## config.mk

```make
export PLATFORM = sky130hd
export DESIGN_NAME = obsfb_ram
export DESIGN_NICKNAME = d
export VERILOG_FILES = /design/src/design/obsfb_ram.sv
export SDC_FILE = /design/constraint.sdc
export NUM_CORES = 2
export LEC_CHECK = 0
export ABC_CLOCK_PERIOD_IN_PS = 5350
export BUFFER_PORTS_ARGS = -buffer_cell sky130_fd_sc_hd__buf_2
export CAP_MARGIN = 10
export CORE_MARGIN = 2
export CORE_UTILIZATION = 50
export CTS_CLUSTER_DIAMETER = 40
export DETAILED_ROUTE_END_ITERATION = 16
export PLACE_DENSITY = 0.65
export SYNTH_ARGS = -nofsm -noshare
export SYNTH_HDL_FRONTEND = slang
export SYNTH_SLANG_ARGS = --single-unit
```

## constraint.sdc

```tcl
create_clock -name clock -period 5.35 [get_ports clock]
set_input_delay 0.8025 -clock clock [delete_from_list [all_inputs] [get_ports clock]]
set_output_delay 0.8025 -clock clock [all_outputs]
set_load 0.05 [all_outputs]
```

## src/design/obsfb_ram.sv

```systemverilog
`default_nettype none
module obsfb_ram #(
   parameter int WIDTH = 32,
   parameter int DEPTH = 64,
   parameter int AW    = (DEPTH > 1) ? $clog2(DEPTH) : 1
) (
   input  wire logic             clock,
   input  wire logic             wr_en,
   input  wire logic [AW-1:0]    wr_addr,
   input  wire logic [WIDTH-1:0] wr_data,
   input  wire logic [AW-1:0]    rd_addr,
   output logic      [WIDTH-1:0] rd_data
);
   logic [WIDTH-1:0] mem [DEPTH];
   logic [WIDTH-1:0] rd_data_ff;

   always_ff @(posedge clock) begin
      if (wr_en) begin
         mem[wr_addr] <= wr_data;
      end
      rd_data_ff <= mem[rd_addr];
   end

   assign rd_data = rd_data_ff;
endmodule
`default_nettype wire

```

==> reports/results.ini <==
[worst_setup_path]
cp_slowest_stage_delay_ns = 0.67
cp-start-kind = input pin
slowest_stage = o22ai_1
worstPathCellList = buf_8 > buf_12 > buf_4 > mux4_2 > mux4_2 > o22ai_1 > nor2_1
critPathArrivalTime_ns = 3.64
worst-setup-path-type = input pin to register
critical_path.max_fanout = 31
path_common_cell = mux4_2
endpoint_kind = register
cp_top_family = multiplexers
required_ns = 6.05
crit_buf_inv = 3

[floorplan]
io_pins = 78
dieArea_um2 = 160000
num_rows = 145
die_height_um = 400
die_x_um = 400
placeableCoreArea_um2 = 156000
start_util_pct = 50.3

[final_layout]
layout_common_cells = edfxtp_1, mux4_2, clkbuf_16
drive_above_1_share_pct = 31.8
syn2layout_area_growth_pct = 14.7
fin_nets = 3638
layout_commonest_cell = edfxtp_1

[detailed_routing]
route.detailed.drc = 0
first_pass_iters = 5
vias = 37000
first_iter_violations = 4583
vias_per_cell = 6.31
wirelength_um = 198000
antenna_left = 0
wl_per_cell_um = 33.7

[placed_design]
io_buffer_count = 77
hpwl_um = 111000
gp_congestion = 0.787

[yosys]
synth-seq-cells = 2080
ys_seq_area_share_pct = 79.1
ys_warn_count = 0
syn_area_um2 = 78500
synth_area_per_cell_um2 = 23.6
synth.net_count = 3370
synth_top_area_cell = edfxtp_1
yosysUniqueCellTypes = 34
yosys-top-cells-area = edfxtp_1, mux4_2, mux2i_1
netlist.area_leader.share_pct = 78.3
syn_inst = 3324

[timing]
rsz0062_at_grt = no
finalHoldWorstSlack_ns = 0.618
fmax_mhz = 341
finalClockSkew_ns = 0.0338
final-setup-viol-count = 0
tns_ns = 0
finalHoldViolations = 0
final.min_clock_period_ns = 2.93
min_period_over_period_pct = 54.9
tightest_slew_ns = 1.27
relSlewSlack_pct = 15.3
maxSlewViolCount = 0

[clocking]
clock_latency_ns = 0.85
cts_root_buffer = clkbuf_16
post_cts_resize_count = 0
clk_pin_slew_worst_paths_ns = 0.06
cts_max_level = 4
postCtsHoldBufs = 0
clockBufferDepth = 3
post-cts-setup-buffers = 0
clock_sinks = 2080
cts_tree = done
numCtsBuffers = 232

[power_and_ir_drop]
p_switching_mw = 7.80
power.internal_mw = 27.9
p_comb_share_pct = 4.7
power_density_nw_per_um2 = 396
power_switching_share_pct = 21.9
max-vdd-ir-drop_v = 0.000356
leakage_nw = 28.2
clockPowerShare_pct = 44.4
p_seq_share_pct = 50.8

[min_path]
hold_class = input pin to register

[global_route]
overflow = 0
track_usage_pct = 24.9
antenna_found_initial = 19
grt_pass1_vias = 37400
grt_start_max_net_pins = 82
grt_pass1_wl_um = 280000

[status]
status = finished clean

[job]
cap_violations = 0

per-layer routing:
layer	track usage [%]	vias up	share of wire, %
met1	35.3	19900	39
li1	-	14900	-
met5	0	-	0.047
met4	8.84	14	3.3
met2	38.1	1868	47
met3	6.03	336	9.8
power groups by stage:
stage          clock (mW)  combinational, mW  sequential [mW]
2_1_floorplan           0              0.877             18.5
3_3_place_gp            0               1.69             18.5
3_5_place_dp            0               1.71             18.5
4_1_cts              16.1               1.71             18.1
5_1_grt              16.7               1.79             18.1
6_report             15.9               1.69             18.1
per-stage QoR:
step / area (µm²) / total power [mW] / util, % / setup WS [ns] / std cells
after global placement: 82300 / 20.1 / 52.7 / 1.52 / 5416
after detailed placement: 82300 / 20.2 / 52.7 / 1.51 / 5416
after global routing: 90100 / 36.6 / 57.7 / 2.33 / 5855
final: 90100 / 35.7 / 57.7 / 2.42 / 5863
after CTS: 90100 / 35.9 / 57.7 / 2.42 / 5851
after floorplan: 78500 / 19.4 / - / 1.39 / 3324
cell families after synthesis:
family	count (synthesis)	share of synthesized area (%)
buffers and inverters	182	1.13
AOI/OAI and AO/OA	202	1.67
DFF	2080	79.1
and+or+nand+nor	223	1.27
muxes	637	16.8
final cells by class:
class | count | area (µm²)
Clock buffer | 265 | 6030
Antenna cell | 12 | 30.0
Fill cell | 11100 | 65900
Multi-Input combinational cell | 1062 | 16000
Sequential cell | 2080 | 62100
Clock inverter | 170 | 1740
Timing Repair Buffer | 216 | 1590
Tap cell | 2058 | 2570
worst paths after layout:
kind	start	endpoint	slack (ns)	depth (start not counted)
worst max-delay path	rd_addr[0]	rd_data[14]	2.42	7
worst min-delay path	wr_data[0]	mem[50][0]	0.62	2
worst max register to register	mem[51][14]	rd_data[14]	3.04	4
worst min register to register	mem[12][17]	rd_data[17]	0.81	4
sequential cells by signal (all words and copies together), names as in the netlist:
name and cells:
rd_data 32, mem 2048
worst reg2reg max path: cells and delay by family (launching register included):
family / cells / cell delay (ns)
muxes: 2 / 1.00
and+or+nand+nor: 1 / 0.13
DFF: 1 / 0.37
AOI/OAI and AO/OA: 1 / 0.68
cell usage after synthesis (all sizes together):
library cell and n:
a21oi 62, a22oi 12, a311oi 8, a31oi 1, a41o 4, and2 2
and3 4, buf 108, clkbuf 74, dfxtp 32, edfxtp 2048, mux2i 93
mux4 544, nand2 26, nand2b 8, nand3 5, nand3b 5, nand4 2
nand4b 1, nor2 137, nor2b 15, nor3 7, o221ai 27, o22ai 84
o32ai 4, or2 3, or3 3, or3b 5
No activity file was read; power rests on OpenSTA's default activity.
