$ cat config.mk
export PLATFORM = sky130hd
export DESIGN_NAME = obsfb_mac
export DESIGN_NICKNAME = d
export VERILOG_FILES = /design/src/design/obsfb_pkg.sv /design/src/design/obsfb_mac.sv
export SDC_FILE = /design/constraint.sdc
export NUM_CORES = 2
export LEC_CHECK = 0
export BUFFER_PORTS_ARGS = -buffer_cell sky130_fd_sc_hd__buf_2
export CAP_MARGIN = 20
export CORE_MARGIN = 1.5
export CORE_UTILIZATION = 61
export CTS_CLUSTER_DIAMETER = 80
export CTS_CLUSTER_SIZE = 8
export DETAILED_ROUTE_END_ITERATION = 6
export PLACE_DENSITY_LB_ADDON = 0.15
export REMOVE_ABC_BUFFERS = 1
export SLEW_MARGIN = 20
export SYNTH_ARGS = -nofsm -noshare
export SYNTH_HDL_FRONTEND = slang
export SYNTH_SLANG_ARGS = --single-unit
$ cat constraint.sdc
create_clock -name clock -period 11.68 [get_ports clock]
set_input_delay 1.168 -clock clock [delete_from_list [all_inputs] [get_ports clock]]
set_output_delay 1.168 -clock clock [all_outputs]
set_load 0.03 [all_outputs]
$ cat src/design/obsfb_pkg.sv
`default_nettype none
package obsfb_pkg;

   localparam int STATE_ORDER = 4;

   localparam int DATA_W  = 32;
   localparam int INDEX_W = 6;
   localparam int LIMIT_W = 31;
   localparam logic [LIMIT_W-1:0] LIMIT_RESET = 31'd5243;

   localparam int STORE_DEPTH = STATE_ORDER * STATE_ORDER + 6 * STATE_ORDER;
   localparam int COEFF_AW    = $clog2(STORE_DEPTH);

   localparam int BASE_A = 0;
   localparam int BASE_L = STATE_ORDER * STATE_ORDER;
   localparam int BASE_C = STATE_ORDER * STATE_ORDER + 2 * STATE_ORDER;
   localparam int BASE_B = STATE_ORDER * STATE_ORDER + 4 * STATE_ORDER;
   localparam int BASE_K = STATE_ORDER * STATE_ORDER + 5 * STATE_ORDER;

   localparam int ORD_W     = (STATE_ORDER > 1) ? $clog2(STATE_ORDER) : 1;
   localparam int EST_AW    = ORD_W + 1;
   localparam int EST_DEPTH = 2 ** EST_AW;
   localparam int COL_W     = $clog2(STATE_ORDER + 3);

   localparam int PROD_W = 2 * DATA_W - 16;
   localparam int ACC_W  = PROD_W + $clog2(STATE_ORDER + 4);

   typedef enum logic [2:0] {
      SEQ_IDLE,
      SEQ_INNOV,
      SEQ_EST,
      SEQ_GAIN,
      SEQ_DRAIN,
      SEQ_OUTPUT
   } obsfb_seq_state_type;

   typedef enum logic [1:0] {
      SRC_EST,
      SRC_INNOV,
      SRC_DRIVE
   } obsfb_src_type;

   typedef enum logic [1:0] {
      DST_INNOV,
      DST_EST,
      DST_GAIN
   } obsfb_dst_type;

   typedef struct packed {
      logic              valid;
      obsfb_src_type     src;
      logic              src_k;
      logic              est_zero;
      logic              neg;
      logic              first;
      logic              last;
      obsfb_dst_type     dst;
      logic [ORD_W-1:0]  idx;
   } obsfb_term_type;

   typedef struct packed {
      logic                   busy;
      logic [STATE_ORDER-1:0] est_pend;
   } obsfb_status_type;

   function automatic logic [DATA_W-1:0] sat32(input logic [ACC_W-1:0] v);
      logic [DATA_W-1:0] r;
      if ((&v[ACC_W-1:DATA_W-1]) || !(|v[ACC_W-1:DATA_W-1])) begin
         r = v[DATA_W-1:0];
      end else if (v[ACC_W-1]) begin
         r = {1'b1, {(DATA_W-1){1'b0}}};
      end else begin
         r = {1'b0, {(DATA_W-1){1'b1}}};
      end
      return r;
   endfunction

endpackage
`default_nettype wire

$ cat src/design/obsfb_mac.sv
`default_nettype none
module obsfb_mac (
   input  wire logic                               clock,
   input  wire logic                               reset,
   input  wire logic                               sample_go,
   input  wire logic        [obsfb_pkg::DATA_W-1:0] velocity_meas,
   input  wire logic        [obsfb_pkg::DATA_W-1:0] position_meas,
   input  wire logic        [obsfb_pkg::LIMIT_W-1:0] drive_limit,
   input  wire obsfb_pkg::obsfb_term_type          term,
   input  wire logic        [obsfb_pkg::DATA_W-1:0] coeff_rd_data,
   input  wire logic        [obsfb_pkg::DATA_W-1:0] est_rd_data,
   input  wire logic                               wr_bank,
   input  wire logic                               rsp_load,
   output logic                                    est_wr_en,
   output logic             [obsfb_pkg::EST_AW-1:0] est_wr_addr,
   output logic             [obsfb_pkg::DATA_W-1:0] est_wr_data,
   output obsfb_pkg::obsfb_status_type             status,
   output logic             [obsfb_pkg::DATA_W-1:0] drive_res,
   output logic                                    sat_res
);
   import obsfb_pkg::*;

   obsfb_term_type s1_ff, s2_ff, s3_ff;
   logic [DATA_W-1:0]        y0_ff, y1_ff;
   logic [DATA_W-1:0]        innov_ff [2];
   logic [DATA_W-1:0]        last_drive_ff;
   logic [PROD_W-1:0]        prod_ff, prod_in;
   logic [ACC_W-1:0]         acc_ff, acc_in;
   logic [DATA_W-1:0]        drive_res_ff, drive_res_in;
   logic                     sat_res_ff, sat_res_in;
   logic [DATA_W-1:0]        operand;
   logic signed [2*DATA_W-1:0] prod_full;
   logic [ACC_W-1:0]         base;
   logic [ACC_W-1:0]         prod_ext;
   logic [DATA_W-1:0]        y_sel;
   logic [DATA_W-1:0]        sum_sat;
   logic signed [DATA_W:0]   u_raw;
   logic signed [DATA_W:0]   lim_pos;
   logic signed [DATA_W:0]   lim_neg;
   logic signed [DATA_W:0]   u_clip;
   logic                     u_hit;
   logic                     s3_done;

   always_ff @(posedge clock) begin
      if (reset) begin
         s1_ff         <= '0;
         s2_ff         <= '0;
         s3_ff         <= '0;
         last_drive_ff <= '0;
      end else begin
         s1_ff <= term;
         s2_ff <= s1_ff;
         s3_ff <= s2_ff;
         if (rsp_load) begin
            last_drive_ff <= drive_res_ff;
         end
      end
   end

   // operand select and multiply, ram data arrives in the cycle after issue
   always_comb begin
      case (s1_ff.src)
         SRC_EST:   operand = s1_ff.est_zero ? '0 : est_rd_data;
         SRC_INNOV: operand = innov_ff[s1_ff.src_k];
         SRC_DRIVE: operand = last_drive_ff;
         default:   operand = '0;
      endcase
      prod_full = $signed(coeff_rd_data) * $signed(operand);
      prod_in   = prod_full[2*DATA_W-1:16];
   end

   // accumulate, an innovation sum starts from the measurement
   always_comb begin
      y_sel    = s2_ff.idx[0] ? y1_ff : y0_ff;
      prod_ext = {{(ACC_W-PROD_W){prod_ff[PROD_W-1]}}, prod_ff};
      if (s2_ff.first) begin
         base = (s2_ff.dst == DST_INNOV) ? {{(ACC_W-DATA_W){y_sel[DATA_W-1]}}, y_sel} : '0;
      end else begin
         base = acc_ff;
      end
      acc_in = s2_ff.neg ? (base - prod_ext) : (base + prod_ext);
   end

   always_comb begin
      s3_done = s3_ff.valid && s3_ff.last;
      sum_sat = sat32(acc_ff);
      u_raw   = -$signed({sum_sat[DATA_W-1], sum_sat});
      lim_pos = $signed({2'b00, drive_limit});
      lim_neg = -lim_pos;
      u_clip  = u_raw;
      u_hit   = 1'b0;
      if (u_raw > lim_pos) begin
         u_clip = lim_pos;
         u_hit  = 1'b1;
      end else if (u_raw < lim_neg) begin
         u_clip = lim_neg;
         u_hit  = 1'b1;
      end
      drive_res_in = drive_res_ff;
      sat_res_in   = sat_res_ff;
      if (sample_go) begin
         drive_res_in = '0;
         sat_res_in   = 1'b0;
      end else if (s3_done && s3_ff.dst == DST_GAIN) begin
         drive_res_in = u_clip[DATA_W-1:0];
         sat_res_in   = u_hit;
      end
   end

   always_ff @(posedge clock) begin
      prod_ff      <= prod_in;
      drive_res_ff <= drive_res_in;
      sat_res_ff   <= sat_res_in;
      if (s2_ff.valid) begin
         acc_ff <= acc_in;
      end
      if (sample_go) begin
         y0_ff <= velocity_meas;
         y1_ff <= position_meas;
      end
      if (s3_done && s3_ff.dst == DST_INNOV) begin
         innov_ff[s3_ff.idx[0]] <= sum_sat;
      end
   end

   assign est_wr_en   = s3_done && (s3_ff.dst == DST_EST);
   assign est_wr_addr = {wr_bank, s3_ff.idx};
   assign est_wr_data = sum_sat;

   always_comb begin
      status.busy = s1_ff.valid || s2_ff.valid || s3_ff.valid;
      for (int j = 0; j < STATE_ORDER; j++) begin
         status.est_pend[j] =
            (s1_ff.valid && s1_ff.dst == DST_EST && s1_ff.idx == ORD_W'(j)) ||
            (s2_ff.valid && s2_ff.dst == DST_EST && s2_ff.idx == ORD_W'(j)) ||
            (s3_ff.valid && s3_ff.dst == DST_EST && s3_ff.idx == ORD_W'(j));
      end
   end

   assign drive_res = drive_res_ff;
   assign sat_res   = sat_res_ff;

   a_drive_in_limit: assert property (@(posedge clock) disable iff (reset)
      (s3_done && s3_ff.dst == DST_GAIN) |=>
         ($signed({drive_res_ff[DATA_W-1], drive_res_ff}) <= lim_pos &&
          $signed({drive_res_ff[DATA_W-1], drive_res_ff}) >= lim_neg))
      else $error("drive outside the clip limit");

endmodule
`default_nettype wire
==> results.yml <==
floorplanning:
  ios: 250
  die_x_um: 302.3
  die_h_um: 302.3
  core_area_mm2: 0.08851
  start_util: 0.6173
  rows: 109
  die_area_mm2: 0.09137
flow_run:
  maxCapViolations: 0
worst_setup_path:
  cp_common_cell: "fa_1"
  crit_type: "flop to flop"
  end_kind: "flop"
  cp_slowest_cell: "a211oi_1"
  required_ns: 12.13
  start_kind: "flop"
  max_stage_delay_ns: 0.81
  worst_ep_arrival_time_ns: 10.75
  crit_fanout: 19
  reg2reg_depth: 27
outcome:
  violations: "DRC"
  outcome: "finished, violations left"
routing:
  wl_per_cell_um: 22.74
  drc_errors: 46
  num_vias: 41338
  drt_first_pass_iters: 7
  ant_nets: 0
  drt-vias-per-instance: 5.889
  wl_mm: 159.7
  first_iter_violations: 3460
final_layout:
  drive_gt1_frac: 0.08426
  seq_area_mm2: 0.008163
  final_core_util: 0.6583
  final_area_mm2: 0.05827
  fill_cells: 7275
  syn2layout_area_growth_pct: 6.648
  nets: 7371
  multiInputGateArea_mm2: 0.04146
sta:
  finalSetupTns_ns: 0
  tightest_slew_ns: 1.137
  setup_violations: 0
  fmax_mhz: 97.04
  min_period_ns: 10.30
  maxSlewViolCount: 0
  post-route-period-util: 0.8823
  rsz0062_at_grt: "false"
  max-slew-margin-rel: 0.2420
  whs_ns: 0.4041
  finalClockSkew_ns: 0.04132
  final_hold_viol_count: 0
min_path:
  hold_path.class: "flop to flop"
  worstHoldStart: "s1_ff[6]$_SDFF_PP0_"
  hold_path_depth: 1
cts:
  cts_root_buf: "clkbuf_16"
  clockBufferDepth: 3
  cts-buffers-inserted: 45
  cts_resized: 0
  clock_sinks: 318
  cts_tree: "done"
  holdBufCountCts: 0
  htree_levels: 2
  insertion_delay_ns: 0.59
  clk_pin_slew_ns: 0.05
  cts_setup_buffers: 0
global_routing:
  grt_util_all_layers: 0.3597
  grt_max_degree: 65
  grt_pass1_wl_mm: 248.4
  grt_pass1_vias: 43965
  grt_overflow: 0
  antenna_found_initial: 10
logic_synthesis:
  synth.distinct_cells: 93
  syn_inst: 5743
  synth_edf_count: 179
  avgSynthCellArea_um2: 9.513
  ys_ff_latch: 318
  ys.flop_type: "edfxtp_1"
  synth_xor_area_frac: 0.03270
  yosys_warnings: 0
  synth-async-reset-ratio: 0
  synthSimpleGateAreaFrac: 0.1583
  ys_seq_area_frac: 0.1493
  synthMuxAreaShare: 0.02031
  synth-compound-area-share: 0.08029
  netlist_area_mm2: 0.05463
  synth_top_family_by_area: "adder cells"
  synthAdderAreaFrac: 0.4643
placed_design:
  numPortBuffers: 247
  placedInstanceArea_mm2: 0.05693
  hpwl_mm: 123.9
  gp_congestion: 0.9576
## worst paths after layout
path / endpoint / slack (ns)
worst max-delay path: prod_ff[46]$_DFF_P_ / 1.38
worst min-delay path: s2_ff[6]$_SDFF_PP0_ / 0.40
worst max register to register: prod_ff[46]$_DFF_P_ / 1.38
worst min register to register: s2_ff[6]$_SDFF_PP0_ / 0.40
## final cells by class
cell class              count  area share
diodes                      4   0.0001718
clock buffers              78     0.02162
clock inverters             3    0.001138
inverters                1047     0.06745
multi-input cells        4072      0.7115
flip-flops and latches    318      0.1401
well taps                1165     0.02502
repair buffers            333     0.03298
## metal layers
layer  routed length (um)  up-vias  share of wire  track usage
li1                     -    18023              -            -
met1                61200    21001           0.38       0.4618
met2                76460     1849           0.48       0.5977
met3                13110      461          0.082      0.05897
met4                 8871        4          0.056       0.1710
met5                   21        -        0.00013            0
## registers in the layout, summed over array words and instances (netlist names), 11 cells and up, named ones only
register       count
last_drive_ff     32
y0_ff             32
y1_ff             32
innov_ff          64
s1_ff             11
acc_ff            51
prod_ff           48
drive_res         32
## metrics by stage
| step | instances | setup slack [ns] |
|---|---|---|
| 2_1_floorplan | 5437 | 1.322 |
| 3_3_place_gp | 6935 | 1.688 |
| 6_report | 7020 | 1.375 |
| 4_1_cts | 7016 | 1.600 |
| 5_1_grt | 7017 | 1.073 |
| 3_5_place_dp | 6935 | 1.556 |
## critical path, delay by kind of cell (launching register included)
family                     cells  cell delay (ns)
xor gates and xnor gates       1             0.14
AOI/OAI and AO/OA              7             2.89
and+or+nand+nor                4             0.77
adders and majority gates      9             4.27
buffers and inverters          5             1.21
muxes                          1             0.15
DFF                            1             0.66
## cell usage after synthesis, drive strengths merged, types with 76 or more instances
cell type / instances / share of area
and2: 456 / 0.052
clkbuf: 272 / 0.019
nor2: 221 / 0.016
inv: 1045 / 0.072
a21oi: 180 / 0.017
o21ai: 112 / 0.010
nor2b: 112 / 0.013
ha: 296 / 0.068
edfxtp: 179 / 0.098
xnor2: 154 / 0.025
a21o: 122 / 0.017
mux2i: 76 / 0.014
nand2: 644 / 0.044
fa: 1082 / 0.40
dfxtp: 139 / 0.051
## cells by family (layout without fill, tap and decap cells)
logic type               after synthesis  after routing
adder cells (fa/ha/maj)             1378           1378
AO/OA/AOI/OAI                        663            663
XOR/XNOR                             204            204
multiplexers                         107            107
buffers and inverters               1353           1461
AND/OR/NAND/NOR                     1720           1720
other                                  0              4
flip-flops                           318            318
## cell usage in the layout, fill, tap and decap left out, types with 25 or more instances in the layout
cell	netlist	layout
fa_1	1082	1082
nand4_1	42	42
nor4_1	26	25
nand3_1	53	53
nor3_1	51	51
ha_1	296	296
buf_2	6	246
a22oi_1	25	25
o21ai_0	98	75
o21a_1	34	34
a21o_1	122	122
nand2_1	643	643
clkbuf_16	0	45
clkbuf_1	271	32
edfxtp_1	179	179
buf_4	5	84
mux2_2	31	31
xor2_1	50	50
inv_1	1045	1045
o2bb2ai_1	29	29
nor2_1	218	215
dfxtp_1	139	135
nor2b_1	112	111
mux2i_1	76	76
and2_1	455	455
a21oi_1	179	178
xnor2_1	154	154
o21ai_2	1	29
Power is left out: the tool's default activity adds up to more than one toggle a clock period on the data nets, which glitch-free logic cannot reach.
