### src/design/obsfb_pkg.sv
`default_nettype none
package obsfb_pkg;

   localparam int STATE_ORDER = 4;

   localparam int DATA_W  = 32;
   localparam int INDEX_W = 6;
   localparam int LIMIT_W = 31;
   localparam logic [LIMIT_W-1:0] LIMIT_RESET = 31'd5243;

   localparam int STORE_DEPTH = STATE_ORDER * STATE_ORDER + 6 * STATE_ORDER;
   localparam int COEFF_AW    = $clog2(STORE_DEPTH);

   localparam int BASE_A = 0;
   localparam int BASE_L = STATE_ORDER * STATE_ORDER;
   localparam int BASE_C = STATE_ORDER * STATE_ORDER + 2 * STATE_ORDER;
   localparam int BASE_B = STATE_ORDER * STATE_ORDER + 4 * STATE_ORDER;
   localparam int BASE_K = STATE_ORDER * STATE_ORDER + 5 * STATE_ORDER;

   localparam int ORD_W     = (STATE_ORDER > 1) ? $clog2(STATE_ORDER) : 1;
   localparam int EST_AW    = ORD_W + 1;
   localparam int EST_DEPTH = 2 ** EST_AW;
   localparam int COL_W     = $clog2(STATE_ORDER + 3);

   localparam int PROD_W = 2 * DATA_W - 16;
   localparam int ACC_W  = PROD_W + $clog2(STATE_ORDER + 4);

   typedef enum logic [2:0] {
      SEQ_IDLE,
      SEQ_INNOV,
      SEQ_EST,
      SEQ_GAIN,
      SEQ_DRAIN,
      SEQ_OUTPUT
   } obsfb_seq_state_type;

   typedef enum logic [1:0] {
      SRC_EST,
      SRC_INNOV,
      SRC_DRIVE
   } obsfb_src_type;

   typedef enum logic [1:0] {
      DST_INNOV,
      DST_EST,
      DST_GAIN
   } obsfb_dst_type;

   typedef struct packed {
      logic              valid;
      obsfb_src_type     src;
      logic              src_k;
      logic              est_zero;
      logic              neg;
      logic              first;
      logic              last;
      obsfb_dst_type     dst;
      logic [ORD_W-1:0]  idx;
   } obsfb_term_type;

   typedef struct packed {
      logic                   busy;
      logic [STATE_ORDER-1:0] est_pend;
   } obsfb_status_type;

   function automatic logic [DATA_W-1:0] sat32(input logic [ACC_W-1:0] v);
      logic [DATA_W-1:0] r;
      if ((&v[ACC_W-1:DATA_W-1]) || !(|v[ACC_W-1:DATA_W-1])) begin
         r = v[DATA_W-1:0];
      end else if (v[ACC_W-1]) begin
         r = {1'b1, {(DATA_W-1){1'b0}}};
      end else begin
         r = {1'b0, {(DATA_W-1){1'b1}}};
      end
      return r;
   endfunction

endpackage
`default_nettype wire

### src/design/obsfb_seq.sv
`default_nettype none
module obsfb_seq (
   input  wire logic                          clock,
   input  wire logic                          reset,
   input  wire logic                          sample_go,
   input  wire logic                          move_enable,
   input  wire logic                          gain_enable,
   input  wire logic                          rsp_free,
   input  wire obsfb_pkg::obsfb_status_type   status,
   output logic                               idle,
   output logic                               rsp_load,
   output logic                               wr_bank,
   output logic [obsfb_pkg::COEFF_AW-1:0]     coeff_rd_addr,
   output logic [obsfb_pkg::EST_AW-1:0]       est_rd_addr,
   output obsfb_pkg::obsfb_term_type          term
);
   import obsfb_pkg::*;

   obsfb_seq_state_type state_ff, state_in;
   logic [ORD_W-1:0] row_ff, row_in;
   logic [COL_W-1:0] col_ff, col_in;
   logic             move_ff, move_in;
   logic             gain_ff, gain_in;
   logic             bank_ff, bank_in;
   logic             init_ff, init_in;
   logic             gain_stall;
   logic             row_end_innov;
   logic             row_end_est;
   logic             col_end_ord;
   logic             col_end_est;

   assign col_end_ord   = (col_ff == COL_W'(STATE_ORDER - 1));
   assign col_end_est   = (col_ff == COL_W'(STATE_ORDER + 2));
   assign row_end_innov = (row_ff == ORD_W'(1));
   assign row_end_est   = (row_ff == ORD_W'(STATE_ORDER - 1));
   // hold the feedback read until the new estimate entry has landed in the ram
   assign gain_stall    = status.est_pend[col_ff[ORD_W-1:0]];

   always_ff @(posedge clock) begin
      if (reset) begin
         state_ff <= SEQ_IDLE;
         row_ff   <= '0;
         col_ff   <= '0;
         move_ff  <= 1'b0;
         gain_ff  <= 1'b0;
         bank_ff  <= 1'b0;
         init_ff  <= 1'b0;
      end else begin
         state_ff <= state_in;
         row_ff   <= row_in;
         col_ff   <= col_in;
         move_ff  <= move_in;
         gain_ff  <= gain_in;
         bank_ff  <= bank_in;
         init_ff  <= init_in;
      end
   end

   always_comb begin
      state_in = state_ff;
      row_in   = row_ff;
      col_in   = col_ff;
      move_in  = move_ff;
      gain_in  = gain_ff;
      bank_in  = bank_ff;
      init_in  = init_ff;
      case (state_ff)
         SEQ_IDLE: begin
            if (sample_go) begin
               state_in = SEQ_INNOV;
               row_in   = '0;
               col_in   = '0;
               move_in  = move_enable;
               gain_in  = gain_enable;
            end
         end
         SEQ_INNOV: begin
            if (col_end_ord) begin
               col_in = '0;
               if (row_end_innov) begin
                  row_in   = '0;
                  state_in = SEQ_EST;
               end else begin
                  row_in = row_ff + ORD_W'(1);
               end
            end else begin
               col_in = col_ff + COL_W'(1);
            end
         end
         SEQ_EST: begin
            if (col_end_est) begin
               col_in = '0;
               if (row_end_est) begin
                  row_in   = '0;
                  state_in = (move_ff && gain_ff) ? SEQ_GAIN : SEQ_DRAIN;
               end else begin
                  row_in = row_ff + ORD_W'(1);
               end
            end else begin
               col_in = col_ff + COL_W'(1);
            end
         end
         SEQ_GAIN: begin
            if (!gain_stall) begin
               if (col_end_ord) begin
                  col_in   = '0;
                  state_in = SEQ_DRAIN;
               end else begin
                  col_in = col_ff + COL_W'(1);
               end
            end
         end
         SEQ_DRAIN: begin
            if (!status.busy) begin
               bank_in  = ~bank_ff;
               init_in  = 1'b1;
               state_in = move_ff ? SEQ_OUTPUT : SEQ_IDLE;
            end
         end
         SEQ_OUTPUT: begin
            if (rsp_free) begin
               state_in = SEQ_IDLE;
            end
         end
         default: begin
            state_in = SEQ_IDLE;
         end
      endcase
   end

   always_comb begin
      idle          = 1'b0;
      rsp_load      = 1'b0;
      coeff_rd_addr = '0;
      est_rd_addr   = {bank_ff, col_ff[ORD_W-1:0]};
      term          = '0;
      term.src      = SRC_EST;
      term.dst      = DST_INNOV;
      case (state_ff)
         SEQ_IDLE: begin
            idle = 1'b1;
         end
         SEQ_INNOV: begin
            coeff_rd_addr = COEFF_AW'(BASE_C + int'(row_ff) * STATE_ORDER + int'(col_ff));
            term.valid    = 1'b1;
            term.est_zero = !init_ff;
            term.neg      = 1'b1;
            term.first    = (col_ff == '0);
            term.last     = col_end_ord;
            term.idx      = row_ff;
         end
         SEQ_EST: begin
            term.valid = 1'b1;
            term.first = (col_ff == '0);
            term.last  = col_end_est;
            term.dst   = DST_EST;
            term.idx   = row_ff;
            if (col_ff < COL_W'(STATE_ORDER)) begin
               coeff_rd_addr = COEFF_AW'(BASE_A + int'(row_ff) * STATE_ORDER + int'(col_ff));
               term.est_zero = !init_ff;
            end else if (col_ff == COL_W'(STATE_ORDER)) begin
               coeff_rd_addr = COEFF_AW'(BASE_B + int'(row_ff));
               term.src      = SRC_DRIVE;
            end else begin
               term.src      = SRC_INNOV;
               term.src_k    = col_end_est;
               coeff_rd_addr = COEFF_AW'(BASE_L + int'(row_ff) * 2 + int'(col_end_est));
            end
         end
         SEQ_GAIN: begin
            // feedback reads the freshly written bank
            coeff_rd_addr = COEFF_AW'(BASE_K + int'(col_ff));
            est_rd_addr   = {~bank_ff, col_ff[ORD_W-1:0]};
            term.valid    = !gain_stall;
            term.first    = (col_ff == '0);
            term.last     = col_end_ord;
            term.dst      = DST_GAIN;
         end
         SEQ_DRAIN: begin
         end
         SEQ_OUTPUT: begin
            rsp_load = rsp_free;
         end
         default: begin
         end
      endcase
   end

   assign wr_bank = ~bank_ff;

   a_bank_flip: assert property (@(posedge clock) disable iff (reset)
      (state_ff == SEQ_DRAIN && !status.busy) |=> (bank_ff != $past(bank_ff) && init_ff))
      else $error("estimate bank did not flip at end of sample");

   a_load_move: assert property (@(posedge clock) disable iff (reset)
      rsp_load |-> (move_ff && !status.busy))
      else $error("drive emitted without motion enabled or with work in flight");

endmodule
`default_nettype wire

### config.mk
export PLATFORM = sky130hd
export DESIGN_NAME = obsfb_seq
export DESIGN_NICKNAME = d
export VERILOG_FILES = /design/src/design/obsfb_pkg.sv /design/src/design/obsfb_seq.sv
export SDC_FILE = /design/constraint.sdc
export NUM_CORES = 1
export LEC_CHECK = 0
export BUFFER_PORTS_ARGS = -buffer_cell sky130_fd_sc_hd__buf_2
export CAP_MARGIN = 30
export CORE_MARGIN = 3
export CORE_UTILIZATION = 31
export DETAILED_ROUTE_END_ITERATION = 7
export PLACE_DENSITY = 0.63
export SETUP_SLACK_MARGIN = 0.4
export SLEW_MARGIN = 20
export SYNTH_ARGS = -nofsm -noshare
export SYNTH_HDL_FRONTEND = slang
export SYNTH_SLANG_ARGS = --single-unit
### constraint.sdc
create_clock -name clock -period 2.5 [get_ports clock]
set_input_delay 0.25 -clock clock [delete_from_list [all_inputs] [get_ports clock]]
set_output_delay 0.25 -clock clock [all_outputs]
set_load 0.01 [all_outputs]
==> flow_summary_export.csv <==
group,metric,value,unit
timing,worstMarginPinSlew,0.448,ns
placed_design,place_congestion,0.789,
grt,first_pass_grt_wire_length,5310,um
placed_design,io_buffer_count,34,
grt,grt-ovfl-total,0,
timing,drv_slew,0,
yosys,yosys_warnings,0,
timing,min_cycle_time_layout,2.00,ns
yosys,syn-num-nets,187,
yosys,netlist_top_cells_count,"25 x sky130_fd_sc_hd__nor2_1, 13 x sky130_fd_sc_hd__a21oi_1, 13 x sky130_fd_sc_hd__ha_1, 13 x sky130_fd_sc_hd__nand2_1, 12 x sky130_fd_sc_hd__dfxtp_1",
flow_run,cap_violations,0,
yosys,postSynthRegisterBits,12,
grt,grt_util_overall,15.0,%
routing,detailedRoute.firstIterationViolations,67,
clocking,clock_tree.root_cell,"sky130_fd_sc_hd__clkbuf_8",
power,internal-power,0.643,mW
floorplan,floorplan.die_area,0.00462,mm^2
routing,drt_wl_total,3160,um
timing,tns,0,ns
power,power.combinational.fraction,55.7,%
placed_design,dp_hpwl,2360,um
timing,max_clock_freq,501,MHz
timing,slew-limit-headroom,69.9,%
clocking,worstSkewPairLatency,0.25,ns
floorplan,pin_count,35,
worst_setup_path,timing.setup.critical_path_class,"reg -> out",
power,power.share.switching,46.8,%
floorplan,dieWidth,68.0,um
yosys,synthDominantAreaCellType,"sky130_fd_sc_hd__dfxtp_1",
yosys,most_used_standard_cell_by_instance_count_after_synthesis,"sky130_fd_sc_hd__nor2_1",
worst_setup_path,worstPathRequired,2.25,ns
grt,grt_pass1_vias,1150,
routing,vias,1250,
timing,finalHoldViolations,0,
floorplan,die_h,68.0,um
cells_and_area,design.final.nets,217,
clocking,number_of_buffers_on_the_longest_clock_path,2,
routing,drc,0,
min_path,hold_class,"in -> reg",
power,power.clock.fraction,18.1,%
clocking,cts.sink_count,12,
clocking,hold_buffer_count_at_cts,0,
clocking,cts-buffers-inserted,3,
timing,finalSetupViolCount,0,
yosys,post_syn_area_per_cell,7.30,um^2
yosys,dominantRegCellSynth,"sky130_fd_sc_hd__dfxtp_1",
worst_setup_path,cp_max_fanout,13,
cells_and_area,share_of_post_route_cells_with_drive_strength_above_1,28.1,%
floorplan,floorplan.initialDensity,33.8,%
yosys,synth_async_sr_flop_share,0,%
clocking,worst_setup_hold_path_clk_slew,0.06,ns
yosys,synth_enable_flop_cells,0,
routing,routed_via_density,5.25,
clocking,cts_tree,"built",
run_status,status,"complete, no violations",
cells_and_area,antennaDiodeCount,0,
worst_setup_path,worstSetupStartpointType,"register",
routing,post_drt_wl_per_cell,13.3,um
placed_design,placed_area,0.00138,mm^2
clocking,h-tree-depth,1,
timing,worst_clk_skew,0.000616,ns
grt,grt_max_degree,23,
power,total_switching_power,0.566,mW
timing,grt_setup_unrepaired,"yes",
power,leakagePower,0.641,nW
power,vdd_drop_max,372,uV
clocking,post-cts-setup-buffers,0,
routing,detailedRoute.firstPassIterationCount,4,
grt,grt_antenna_before_repair,0,
power,pwr-share-seq,26.1,%
worst_setup_path,timing.critical_path.arrival,1.75,ns
yosys,synth_area_leaders,"sky130_fd_sc_hd__dfxtp_1 20%, sky130_fd_sc_hd__ha_1 14%, sky130_fd_sc_hd__nor2_1 7.9%",
power,cellPowerDensity,839,mW/mm^2
yosys,synth_top_area_share,20.2,%
cells_and_area,final_design_area_no_fill,0.00144,mm^2
yosys,yosysUniqueCellTypes,44,
yosys,post_synth_design_cell_area,0.00119,mm^2
yosys,synth_cells,163,
timing,final_min_period_over_clock_period,79.9,%
floorplan,floorplan.rows,21,
worst_setup_path,ff2ff_setup_slack,0.60,ns
yosys,seq_area_frac_synth,20.2,%
routing,drtAntennaViolNets,0,
worst_setup_path,critPathCaptureType,"primary output",
floorplan,fp.coreArea,0.00352,mm^2
cells_and_area,area_grow_syn2layout,21.1,%
==> worst paths after layout <==
kind	startpoint	cells after the start	to
worst max register to register	state_ff[0]	7	state_ff[2]
worst min-delay path	move_enable	3	move_ff
worst min register to register	init_ff	2	init_ff
worst max-delay path	col_ff[2]	8	coeff_rd_addr[3]
==> state kept, by name, summed over array words and instances, names as in the netlist <==
signal / cells
state_ff: 3
gain_ff: 1
bank_ff: 1
init_ff: 1
row_ff: 2
col_ff: 3
move_ff: 1
==> stage by stage <==
stage,setup slack (ns),total power [mW],utilization (%),hold WS (ns),instances
6_report,0.502,1.21,40.9,0.252,238
5_1_grt,0.347,1.32,40.9,0.259,238
4_1_cts,0.409,1.21,40.8,0.248,238
3_5_place_dp,0.504,0.990,39.2,0.459,234
3_3_place_gp,0.550,0.990,39.2,0.452,234
2_1_floorplan,0.630,0.787,-,0.353,163
==> power by group through the flow <==
stage / logic [mW] / registers [mW] / clock network, mW
2_1_floorplan: 0.516 / 0.271 / 0
3_3_place_gp: 0.675 / 0.315 / 0
3_5_place_dp: 0.674 / 0.316 / 0
4_1_cts: 0.677 / 0.312 / 0.225
5_1_grt: 0.758 / 0.330 / 0.233
6_report: 0.674 / 0.316 / 0.219
==> routing by layer <==
layer | track usage [%] | wire length, um
met1 | 20.3 | 1530
met2 | 23.5 | 1380
met3 | 3.78 | 228
met4 | 3.97 | 19
met5 | 0 | 0
==> worst max-delay path: stages, from the launching register on <==
cell                      delay (ns)
sky130_fd_sc_hd__dfxtp_2        0.46
sky130_fd_sc_hd__ha_1           0.22
sky130_fd_sc_hd__inv_1          0.06
sky130_fd_sc_hd__ha_1           0.26
sky130_fd_sc_hd__nand3_1        0.07
sky130_fd_sc_hd__o21ai_0        0.09
sky130_fd_sc_hd__a21oi_1        0.16
sky130_fd_sc_hd__nor2_1         0.05
sky130_fd_sc_hd__buf_2          0.14
==> timing repair <==
action,in CTS,in global routing
setup endpoints to repair,2,4
cloned,0,0
gates resized for setup,2,3
==> area by class of cell <==
class | instances | area [um^2]
fill | 382 | 2080
tap | 46 | 57.6
sequential | 12 | 246
inverter | 12 | 45.0
clock buffer | 4 | 55.1
multi-input combinational | 128 | 852
timing repair buffer | 36 | 185
==> logic make-up after synthesis <==
family                   count (synthesis)  synth area share [%]
AND/OR/NAND/NOR                         72                  31.7
buffers and inverters                   23                  8.20
adder cells (fa/ha/maj)                 13                  13.7
XOR/XNOR                                 2                  1.47
multiplexers                             5                  5.26
flip-flops                              12                  20.2
AO/OA/AOI/OAI                           36                  19.6
==> cells in the final DEF (no fill, tap or decap), types with 3 or more instances in the layout <==
| master | netlist | final |
|---|---|---|
| sky130_fd_sc_hd__a21oi_1 | 13 | 13 |
| sky130_fd_sc_hd__buf_2 | 3 | 34 |
| sky130_fd_sc_hd__clkbuf_8 | 0 | 4 |
| sky130_fd_sc_hd__dfxtp_1 | 12 | 7 |
| sky130_fd_sc_hd__dfxtp_2 | 0 | 5 |
| sky130_fd_sc_hd__ha_1 | 13 | 13 |
| sky130_fd_sc_hd__inv_1 | 9 | 9 |
| sky130_fd_sc_hd__inv_2 | 3 | 3 |
| sky130_fd_sc_hd__mux2i_1 | 4 | 4 |
| sky130_fd_sc_hd__nand2_1 | 13 | 13 |
| sky130_fd_sc_hd__nand2b_1 | 4 | 4 |
| sky130_fd_sc_hd__nand3_1 | 7 | 7 |
| sky130_fd_sc_hd__nor2_1 | 25 | 25 |
| sky130_fd_sc_hd__nor3_1 | 6 | 6 |
| sky130_fd_sc_hd__o21ai_0 | 5 | 5 |
| sky130_fd_sc_hd__o31ai_1 | 4 | 4 |
Note: power is estimated with default switching activity, not from simulation.
